<file path="src/rtl/mta_pkg.sv">
// ----------------------------------------------------------------------------
// mta_pkg
// Shared types, operation codes and constants for the MAC table with aging.
// ----------------------------------------------------------------------------
package mta_pkg;

    localparam int MAC_W  = 48;
    localparam int FUNC_W = 3;
    localparam int STAT_W = 2;
    localparam int TO_W   = 16;
    // (65535 + 1) * 1000 fits in 26 bits
    localparam int THR_W  = 26;

    localparam logic [TO_W-1:0] TIMEOUT_RESET = 16'd3000;
    localparam int              US_PER_MS     = 1000;

    typedef logic [MAC_W-1:0] t_word;

    // operation codes
    localparam logic [FUNC_W-1:0] FUNC_ADD   = 3'd0;
    localparam logic [FUNC_W-1:0] FUNC_TOUCH = 3'd1;
    localparam logic [FUNC_W-1:0] FUNC_QUERY = 3'd2;
    localparam logic [FUNC_W-1:0] FUNC_AGE   = 3'd3;
    localparam logic [FUNC_W-1:0] FUNC_DUMP  = 3'd4;

    // status codes
    localparam logic [STAT_W-1:0] STAT_OK       = 2'd0;
    localparam logic [STAT_W-1:0] STAT_NOTFOUND = 2'd1;
    localparam logic [STAT_W-1:0] STAT_FULL     = 2'd2;

    // compare unit modes
    localparam logic CMP_EQ  = 1'b0;
    localparam logic CMP_AGE = 1'b1;

endpackage

</file>
<file path="src/rtl/mta_store.sv">
// ----------------------------------------------------------------------------
// mta_store
// Entry memory: MAC and last-seen time, one write port, one registered read.
// ----------------------------------------------------------------------------
module mta_store #(
    parameter int DEPTH = 16,
    parameter int AW    = 4
) (
    input  logic                i_clk,
    input  logic                i_we,
    input  logic [AW-1:0]       i_waddr,
    input  mta_pkg::t_word      i_wmac,
    input  mta_pkg::t_word      i_wseen,
    input  logic [AW-1:0]       i_raddr,
    output mta_pkg::t_word      o_rmac,
    output mta_pkg::t_word      o_rseen
);

    mta_pkg::t_word r_mac_mem  [DEPTH];
    mta_pkg::t_word r_seen_mem [DEPTH];
    mta_pkg::t_word r_rmac;
    mta_pkg::t_word r_rseen;

    always_ff @(posedge i_clk) begin
        if (i_we) begin
            r_mac_mem[i_waddr]  <= i_wmac;
            r_seen_mem[i_waddr] <= i_wseen;
        end
        r_rmac  <= r_mac_mem[i_raddr];
        r_rseen <= r_seen_mem[i_raddr];
    end

    assign o_rmac  = r_rmac;
    assign o_rseen = r_rseen;

endmodule

</file>
<file path="src/rtl/mta_cmp.sv">
// ----------------------------------------------------------------------------
// mta_cmp
// Shared compare unit: MAC match, or staleness test on the last-seen time.
// ----------------------------------------------------------------------------
module mta_cmp (
    input  logic                         i_mode,
    input  mta_pkg::t_word               i_key,
    input  mta_pkg::t_word               i_stamp,
    input  mta_pkg::t_word               i_rd_mac,
    input  mta_pkg::t_word               i_rd_seen,
    input  logic [mta_pkg::THR_W-1:0]    i_thr,
    output logic                         o_hit
);

    mta_pkg::t_word elapsed;

    // floor(elapsed / 1000) > timeout  <=>  elapsed >= (timeout + 1) * 1000
    assign elapsed = i_stamp - i_rd_seen;

    always_comb begin
        if (i_mode == mta_pkg::CMP_AGE) begin
            o_hit = elapsed >= {{(mta_pkg::MAC_W - mta_pkg::THR_W){1'b0}}, i_thr};
        end else begin
            o_hit = i_rd_mac == i_key;
        end
    end

endmodule

</file>
<file path="src/rtl/mac_table_with_aging.sv">
// ----------------------------------------------------------------------------
// mac_table_with_aging
// Compacted table of MAC addresses with last-seen times and aging scan.
// ----------------------------------------------------------------------------
// Use: one operation beat enters on i_valid/o_ready (i_func, i_mac,
// i_stamp_us); result beats leave on o_valid/i_ready. Add, touch, query,
// age and undefined codes give one result beat with o_last set; dump gives
// one beat per entry in table order (one beat with o_entry_valid low on an
// empty table), o_last on the final one.
// Scan: a sequencer walks the entry memory, which has one registered read
// port, through one shared compare unit, with a read state and an evaluate
// state per entry visited. Add goes straight to its result beat. Touch and
// query visit entries up to the first match or the last entry; age visits all
// entries. Dump gives each entry's beat after its read and evaluate states.
// o_ready is high only while no operation is in flight; the next operation
// is taken in the cycle after the final result beat. A stalled result beat
// holds until i_ready, and the scan waits with it.
// Reset empties the table (the fill count clears; the memory keeps stale
// data, never read) and sets timeout_ms to 3000. timeout_ms sits at APB
// byte address 0.
// ----------------------------------------------------------------------------
module mac_table_with_aging #(
    parameter int TABLE_DEPTH = 16,
    localparam int CW = $clog2(TABLE_DEPTH + 1)
) (
    input  logic                         i_clk,
    input  logic                         i_rst_n,
    // operation channel
    input  logic                         i_valid,
    output logic                         o_ready,
    input  logic [mta_pkg::FUNC_W-1:0]   i_func,
    input  logic [mta_pkg::MAC_W-1:0]    i_mac,
    input  logic [mta_pkg::MAC_W-1:0]    i_stamp_us,
    // result channel
    output logic                         o_valid,
    input  logic                         i_ready,
    output logic [mta_pkg::STAT_W-1:0]   o_status,
    output logic                         o_present,
    output logic                         o_entry_valid,
    output logic [mta_pkg::MAC_W-1:0]    o_entry_mac,
    output logic [CW-1:0]                o_entry_count,
    output logic [CW-1:0]                o_removed_count,
    output logic                         o_last,
    // configuration
    input  logic                         psel,
    input  logic                         penable,
    input  logic                         pwrite,
    input  logic [2:0]                   paddr,
    input  logic [31:0]                  pwdata,
    output logic [31:0]                  prdata,
    output logic                         pready
);

    localparam int AW = (TABLE_DEPTH > 1) ? $clog2(TABLE_DEPTH) : 1;

    localparam logic [1:0] S_IDLE = 2'd0;
    localparam logic [1:0] S_READ = 2'd1;
    localparam logic [1:0] S_EVAL = 2'd2;
    localparam logic [1:0] S_EMIT = 2'd3;

    logic [1:0]                   r_state, n_state;
    logic [mta_pkg::FUNC_W-1:0]   r_func, n_func;
    mta_pkg::t_word               r_key, n_key;
    mta_pkg::t_word               r_stamp, n_stamp;
    logic [mta_pkg::THR_W-1:0]    r_thr, n_thr;
    logic [AW-1:0]                r_idx, n_idx;
    logic [CW-1:0]                r_wr, n_wr;
    logic [CW-1:0]                r_rmv, n_rmv;
    logic [CW-1:0]                r_fill, n_fill;
    logic [mta_pkg::TO_W-1:0]     r_timeout;

    logic [mta_pkg::STAT_W-1:0]   r_status, n_status;
    logic                         r_present, n_present;
    logic                         r_ev, n_ev;
    mta_pkg::t_word               r_emac, n_emac;
    logic [CW-1:0]                r_ocnt, n_ocnt;
    logic [CW-1:0]                r_orem, n_orem;
    logic                         r_last, n_last;

    logic                         we;
    logic [AW-1:0]                waddr;
    mta_pkg::t_word               wmac;
    mta_pkg::t_word               wseen;
    mta_pkg::t_word               rd_mac;
    mta_pkg::t_word               rd_seen;
    logic                         cmp_mode;
    logic                         hit;
    logic                         last_idx;
    logic [mta_pkg::TO_W:0]       to_plus1;
    logic [mta_pkg::THR_W-1:0]    thr_calc;
    logic [CW-1:0]                wr_inc;
    logic [CW-1:0]                rmv_inc;

    // ---------------- configuration ----------------
    assign pready = 1'b1;
    assign prdata = (paddr[2] == 1'b0) ? {{(32 - mta_pkg::TO_W){1'b0}}, r_timeout} : 32'd0;

    always_ff @(posedge i_clk) begin
        if (!i_rst_n) begin
            r_timeout <= mta_pkg::TIMEOUT_RESET;
        end else if (psel && penable && pwrite && pready && paddr[2] == 1'b0) begin
            r_timeout <= pwdata[mta_pkg::TO_W-1:0];
        end
    end

    assign to_plus1 = {1'b0, r_timeout} + {{mta_pkg::TO_W{1'b0}}, 1'b1};
    assign thr_calc = {{(mta_pkg::THR_W - mta_pkg::TO_W - 1){1'b0}}, to_plus1}
                    * mta_pkg::THR_W'(mta_pkg::US_PER_MS);

    // ---------------- datapath units ----------------
    mta_store #(
        .DEPTH (TABLE_DEPTH),
        .AW    (AW)
    ) u_store (
        .i_clk   (i_clk),
        .i_we    (we),
        .i_waddr (waddr),
        .i_wmac  (wmac),
        .i_wseen (wseen),
        .i_raddr (r_idx),
        .o_rmac  (rd_mac),
        .o_rseen (rd_seen)
    );

    assign cmp_mode = (r_func == mta_pkg::FUNC_AGE) ? mta_pkg::CMP_AGE : mta_pkg::CMP_EQ;

    mta_cmp u_cmp (
        .i_mode    (cmp_mode),
        .i_key     (r_key),
        .i_stamp   (r_stamp),
        .i_rd_mac  (rd_mac),
        .i_rd_seen (rd_seen),
        .i_thr     (r_thr),
        .o_hit     (hit)
    );

    assign last_idx = ({{(CW - AW){1'b0}}, r_idx} == r_fill - CW'(1));
    assign wr_inc   = r_wr + CW'(1);
    assign rmv_inc  = r_rmv + CW'(1);

    // ---------------- sequencer ----------------
    always_comb begin
        n_state   = r_state;
        n_func    = r_func;
        n_key     = r_key;
        n_stamp   = r_stamp;
        n_thr     = r_thr;
        n_idx     = r_idx;
        n_wr      = r_wr;
        n_rmv     = r_rmv;
        n_fill    = r_fill;
        n_status  = r_status;
        n_present = r_present;
        n_ev      = r_ev;
        n_emac    = r_emac;
        n_ocnt    = r_ocnt;
        n_orem    = r_orem;
        n_last    = r_last;
        we        = 1'b0;
        waddr     = r_idx;
        wmac      = rd_mac;
        wseen     = r_stamp;

        unique case (r_state)
            S_IDLE: begin
                if (i_valid) begin
                    n_func    = i_func;
                    n_key     = i_mac;
                    n_stamp   = i_stamp_us;
                    n_thr     = thr_calc;
                    n_idx     = '0;
                    n_wr      = '0;
                    n_rmv     = '0;
                    n_status  = mta_pkg::STAT_OK;
                    n_present = 1'b0;
                    n_ev      = 1'b0;
                    n_emac    = '0;
                    n_ocnt    = r_fill;
                    n_orem    = '0;
                    n_last    = 1'b1;
                    n_state   = S_EMIT;
                    case (i_func)
                        mta_pkg::FUNC_ADD: begin
                            if (r_fill < CW'(TABLE_DEPTH)) begin
                                we     = 1'b1;
                                waddr  = r_fill[AW-1:0];
                                wmac   = i_mac;
                                wseen  = i_stamp_us;
                                n_fill = r_fill + CW'(1);
                                n_ocnt = r_fill + CW'(1);
                            end else begin
                                n_status = mta_pkg::STAT_FULL;
                            end
                        end
                        mta_pkg::FUNC_TOUCH: begin
                            if (r_fill == '0) begin
                                n_status = mta_pkg::STAT_NOTFOUND;
                            end else begin
                                n_state = S_READ;
                            end
                        end
                        mta_pkg::FUNC_QUERY,
                        mta_pkg::FUNC_AGE,
                        mta_pkg::FUNC_DUMP: begin
                            if (r_fill != '0) begin
                                n_state = S_READ;
                            end
                        end
                        default: begin
                            n_state = S_EMIT;
                        end
                    endcase
                end
            end

            S_READ: begin
                // read data lands in the store's output register
                n_state = S_EVAL;
            end

            S_EVAL: begin
                case (r_func)
                    mta_pkg::FUNC_TOUCH: begin
                        if (hit) begin
                            we      = 1'b1;
                            waddr   = r_idx;
                            wmac    = rd_mac;
                            wseen   = r_stamp;
                            n_state = S_EMIT;
                        end else if (last_idx) begin
                            n_status = mta_pkg::STAT_NOTFOUND;
                            n_state  = S_EMIT;
                        end else begin
                            n_idx   = r_idx + AW'(1);
                            n_state = S_READ;
                        end
                    end
                    mta_pkg::FUNC_QUERY: begin
                        if (hit) begin
                            n_present = 1'b1;
                            n_state   = S_EMIT;
                        end else if (last_idx) begin
                            n_state = S_EMIT;
                        end else begin
                            n_idx   = r_idx + AW'(1);
                            n_state = S_READ;
                        end
                    end
                    mta_pkg::FUNC_AGE: begin
                        // drop stale entries, slide survivors down
                        if (hit) begin
                            n_rmv = rmv_inc;
                        end else begin
                            we    = 1'b1;
                            waddr = r_wr[AW-1:0];
                            wmac  = rd_mac;
                            wseen = rd_seen;
                            n_wr  = wr_inc;
                        end
                        if (last_idx) begin
                            n_fill  = hit ? r_wr : wr_inc;
                            n_ocnt  = hit ? r_wr : wr_inc;
                            n_orem  = hit ? rmv_inc : r_rmv;
                            n_state = S_EMIT;
                        end else begin
                            n_idx   = r_idx + AW'(1);
                            n_state = S_READ;
                        end
                    end
                    mta_pkg::FUNC_DUMP: begin
                        n_ev    = 1'b1;
                        n_emac  = rd_mac;
                        n_last  = last_idx;
                        n_state = S_EMIT;
                    end
                    default: begin
                        n_state = S_EMIT;
                    end
                endcase
            end

            S_EMIT: begin
                if (i_ready) begin
                    if (r_func == mta_pkg::FUNC_DUMP && !r_last) begin
                        n_idx   = r_idx + AW'(1);
                        n_state = S_READ;
                    end else begin
                        n_state = S_IDLE;
                    end
                end
            end

            default: begin
                n_state = S_IDLE;
            end
        endcase
    end

    always_ff @(posedge i_clk) begin
        if (!i_rst_n) begin
            r_state <= S_IDLE;
            r_fill  <= '0;
        end else begin
            r_state <= n_state;
            r_fill  <= n_fill;
        end
    end

    always_ff @(posedge i_clk) begin
        r_func    <= n_func;
        r_key     <= n_key;
        r_stamp   <= n_stamp;
        r_thr     <= n_thr;
        r_idx     <= n_idx;
        r_wr      <= n_wr;
        r_rmv     <= n_rmv;
        r_status  <= n_status;
        r_present <= n_present;
        r_ev      <= n_ev;
        r_emac    <= n_emac;
        r_ocnt    <= n_ocnt;
        r_orem    <= n_orem;
        r_last    <= n_last;
    end

    assign o_ready         = (r_state == S_IDLE);
    assign o_valid         = (r_state == S_EMIT);
    assign o_status        = r_status;
    assign o_present       = r_present;
    assign o_entry_valid   = r_ev;
    assign o_entry_mac     = r_emac;
    assign o_entry_count   = r_ocnt;
    assign o_removed_count = r_orem;
    assign o_last          = r_last;

    // ---------------- assertions ----------------
    a_fill_bound: assert property (@(posedge i_clk) disable iff (!i_rst_n)
        r_fill <= CW'(TABLE_DEPTH))
        else $error("fill count beyond table depth");

    a_no_overlap: assert property (@(posedge i_clk) disable iff (!i_rst_n)
        o_ready |-> !o_valid)
        else $error("new operation taken while a result beat is pending");

    a_removed_last: assert property (@(posedge i_clk) disable iff (!i_rst_n)
        (o_valid && o_removed_count != '0) |-> o_last)
        else $error("aging result not marked last");

    a_dump_nonempty: assert property (@(posedge i_clk) disable iff (!i_rst_n)
        (o_valid && o_entry_valid) |-> o_entry_count != '0)
        else $error("dump beat from an empty table");

    a_age_shrinks: assert property (@(posedge i_clk) disable iff (!i_rst_n)
        (r_state == S_EVAL && r_func == mta_pkg::FUNC_AGE) |=> r_fill <= $past(r_fill))
        else $error("aging scan grew the table");

endmodule
</file>
<file path="config.mk">
export PLATFORM = sky130hd
export DESIGN_NAME = mac_table_with_aging
export DESIGN_NICKNAME = d
export VERILOG_FILES = /design/src/rtl/mta_pkg.sv /design/src/rtl/mta_store.sv /design/src/rtl/mta_cmp.sv /design/src/rtl/mac_table_with_aging.sv
export SDC_FILE = /design/constraint.sdc
export NUM_CORES = 2
export LEC_CHECK = 0
export BUFFER_PORTS_ARGS = -buffer_cell sky130_fd_sc_hd__buf_2
export CAP_MARGIN = 10
export CELL_PAD_IN_SITES_DETAIL_PLACEMENT = 1
export CELL_PAD_IN_SITES_GLOBAL_PLACEMENT = 2
export CORE_ASPECT_RATIO = 0.7
export CORE_UTILIZATION = 43
export CTS_CLUSTER_DIAMETER = 120
export DETAILED_ROUTE_END_ITERATION = 7
export GPL_TIMING_DRIVEN = 0
export MAX_ROUTING_LAYER = met4
export PLACE_DENSITY_LB_ADDON = 0.1
export SLEW_MARGIN = 20
export SYNTH_ARGS = -nofsm -noshare
export SYNTH_HDL_FRONTEND = slang
export SYNTH_HIERARCHICAL = 1
export SYNTH_SLANG_ARGS = --single-unit
</file>
<file path="constraint.sdc">
create_clock -name i_clk -period 13.25 [get_ports i_clk]
set_input_delay 1.325 -clock i_clk [delete_from_list [all_inputs] [get_ports i_clk]]
set_output_delay 1.325 -clock i_clk [all_outputs]
set_load 0.01 [all_outputs]
</file>
==> out/results.ini <==
[timing]
finalHoldViolCount = 0
slew_viol_final = 0
worst_pin_slew_ns = 1.20
slew-limit-headroom = 0.199
rsz0062_at_grt = false
finalSetupTns_ns = 0
fin_hold_ws_ns = 0.505
min_period_over_period = 0.746
worst_slack_ns = 3.36
finClkSkew_ns = 0.0534
setup_viol = 0
fmax_mhz = 101
fin_crit_ns = 9.89

[cts]
path_clk_slew_ns = 0.07
cts.sinks = 1854
clock_latency_ns = 0.81
post-cts-setup-buffer-count = 0
post_cts_resized = 0
numCtsBuffers = 178
cts_root_buf = clkbuf_16
cts_hold_buffers = 0
clockBufferDepth = 3
htreeDepth = 4
cts_tree = built

[setup_path]
timing.rr.end = u_store/r_mac_mem[4][28]
worstPathRequired_ns = 13.75
r2r_slack_ns = 3.36
startpoint = r_stamp[1]
worstRegToRegCells = 35
crit_path_frequent_cell = buf_4
critical_path.endpoint = u_store/r_mac_mem[4][28]
crit_type = reg -> reg
critical_path.endpoint_type = flop
cp_slowest_cell = nor2_1
cp.arrival_ns = 10.39
slowest_delay_ns = 0.67
worstPathMaxFanout = 10
r2r_start = r_stamp[1]
cp-start-kind = flop

[yosys]
yosysTopAreaCell = edfxtp_1
ys_ff_latch = 1854
synth-xor-area-share = 0.0159
synth_area_leaders = edfxtp_1 68%, mux4_2 11%, dfxtp_1 3.1%, ha_1 2.1%, a22oi_1 1.9%
synth_area_um2 = 77000
synthDistinctLibCells = 92
synth_top_family_by_area = multiplexers
yosysWarnings = 6
synth.area.mux_share = 0.125
synthCells = 4267
synth_fa_ha_area_frac = 0.0344
async_reset_ff_frac = 0
synth-edff-count = 1735
synth_top_area_frac = 0.676
synthFlopType = edfxtp_1
synth-seq-area-share = 0.707
synth_simple_gate_area_share = 0.0415
syn_avg_cell_area_um2 = 18.0
synth_compound_area_frac = 0.0505

[global_route]
grt_max_degree = 44
grt_pass1_wl_mm = 325
antenna_found_initial = 10
grt_overflow_total = 0
grt_pass1_vias = 43700
track_usage = 0.262

[pwr]
p_per_area_nw_per_um2 = 227
netSwitchingPower_w = 0.00725
seq_power_share = 0.395
swShare = 0.355
p_clk_frac = 0.249
p_int_w = 0.0132
vdd.ir_drop.worst_mv = 0.160
comb_power_share = 0.357
leakage_nw = 30.8

[placed_design]
port_buffers = 202
place_congestion = 0.870
dp.final_hpwl_mm = 160
pre_cts_slack_ns = 3.21

[final_layout]
multi_input_area_um2 = 20900
layout.nets = 5154
final_common_cell = edfxtp_1
nFillCells = 16400
drive_above_1_share = 0.248
regArea_um2 = 54500
layout_common_cells = 1,735 x edfxtp_1, 384 x mux4_2, 310 x nand2_1
syn_to_final_growth_pct = 16.8

[routing]
viasPerCell = 5.79
drt_iter0_markers = 4625
ant_nets = 0
vias = 42600
first_pass_iters = 5
wl_per_cell_um = 31.1
drc = 0
routed_wl_mm = 229

[floorplanning]
coreArea_um2 = 177000
num_rows = 129
dieArea_um2 = 181000
start_util = 0.435
die_h_um = 356
die_w_um = 508
ioPinCount = 239

[min_path]
whs_path_depth = 1
holdCritStartpoint = r_state[0]
hold_class = reg -> reg

[job]
drv_cap = 0

[status]
outcome = complete, no violations

-- synth_stat cells (55+ instances only) --
cell      count
edfxtp_1   1735
a22oi_1     194
xor2_1       69
and2_1       55
ha_1        130
a21oi_1      94
mux4_2      384
inv_1       184
nor2_1       91
clkbuf_1     80
xnor2_1      69
nand2_1     310
dfxtp_1     119
-- flip-flops by register name (all words and copies together), names as in the netlist, 2 cells and up --
name and flops:
o_entry_mac 48, r_wr 5, r_stamp 48, r_func 3
r_state 2, o_removed_count 5, u_store/o_rseen 48, r_fill 5
r_idx 4, o_entry_count 5, u_store/o_rmac 48, r_timeout 16
r_thr 23, o_status 2, r_key 48, u_store/r_seen_mem 768
u_store/r_mac_mem 768, r_rmv 5
-- through the flow --
stage	total power (W)	cell area, um^2	std cells	utilization
floorplan	0.0126	77100	4285	-
global placement	0.0153	81000	6845	0.457
detailed placement	0.0154	84100	7010	0.474
CTS	0.0206	89900	7346	0.507
global route	0.0214	89900	7349	0.507
finish	0.0204	89900	7353	0.508
-- logic make-up after synthesis --
family                   after synthesis
AO/OA/AOI/OAI                        540
XOR/XNOR                             139
adder cells (fa/ha/maj)              181
buffers and inverters                405
flip-flops                          1854
multiplexers                         476
other                                  2
AND/OR/NAND/NOR                      670
-- worst min path at each step --
stage | to | slack [ns]
6_report | r_state[0] | 0.51
5_1_grt | r_state[0] | 0.55
4_1_cts | r_state[0] | 0.50
3_5_place_dp | r_state[0] | 0.49
3_3_place_gp | r_state[0] | 0.49
2_1_floorplan | r_state[0] | 0.46
-- power by group through the flow --
stage | clock [W] | combinational, W | sequential, W
detailed placement | 0 | 0.00726 | 0.00818
global route | 0.00540 | 0.00785 | 0.00811
finish | 0.00508 | 0.00729 | 0.00806
CTS | 0.00519 | 0.00731 | 0.00807
floorplan | 0 | 0.00452 | 0.00813
global placement | 0 | 0.00698 | 0.00829
-- routing by layer --
metal,track usage,routed length [um],vias up
met4,0.0501,3780,0
met3,0.0499,16200,225
met5,-,0,-
met2,0.393,106000,1546
met1,0.376,103000,22700
li1,-,-,18100
-- layout make-up --
class	count	area share
Sequential cell	1854	0.606
Multi-Input combinational cell	2026	0.232
Clock buffer	265	0.0573
Timing Repair Buffer	367	0.0426
Tap cell	2358	0.0328
Buffer	219	0.0138
Inverter	186	0.00776
Clock inverter	71	0.00730
Antenna cell	7	0.000195
-- worst max-delay path, delay by kind of cell, from the launching register on --
family	cells	cell delay, ns
compound gates	12	3.06
xor+xnor	1	0.22
fa+ha+maj	2	0.57
buf+inv	8	1.97
flops	1	0.44
mux	1	0.23
simple gates	11	3.03
(Power assumes the default switching activity.)
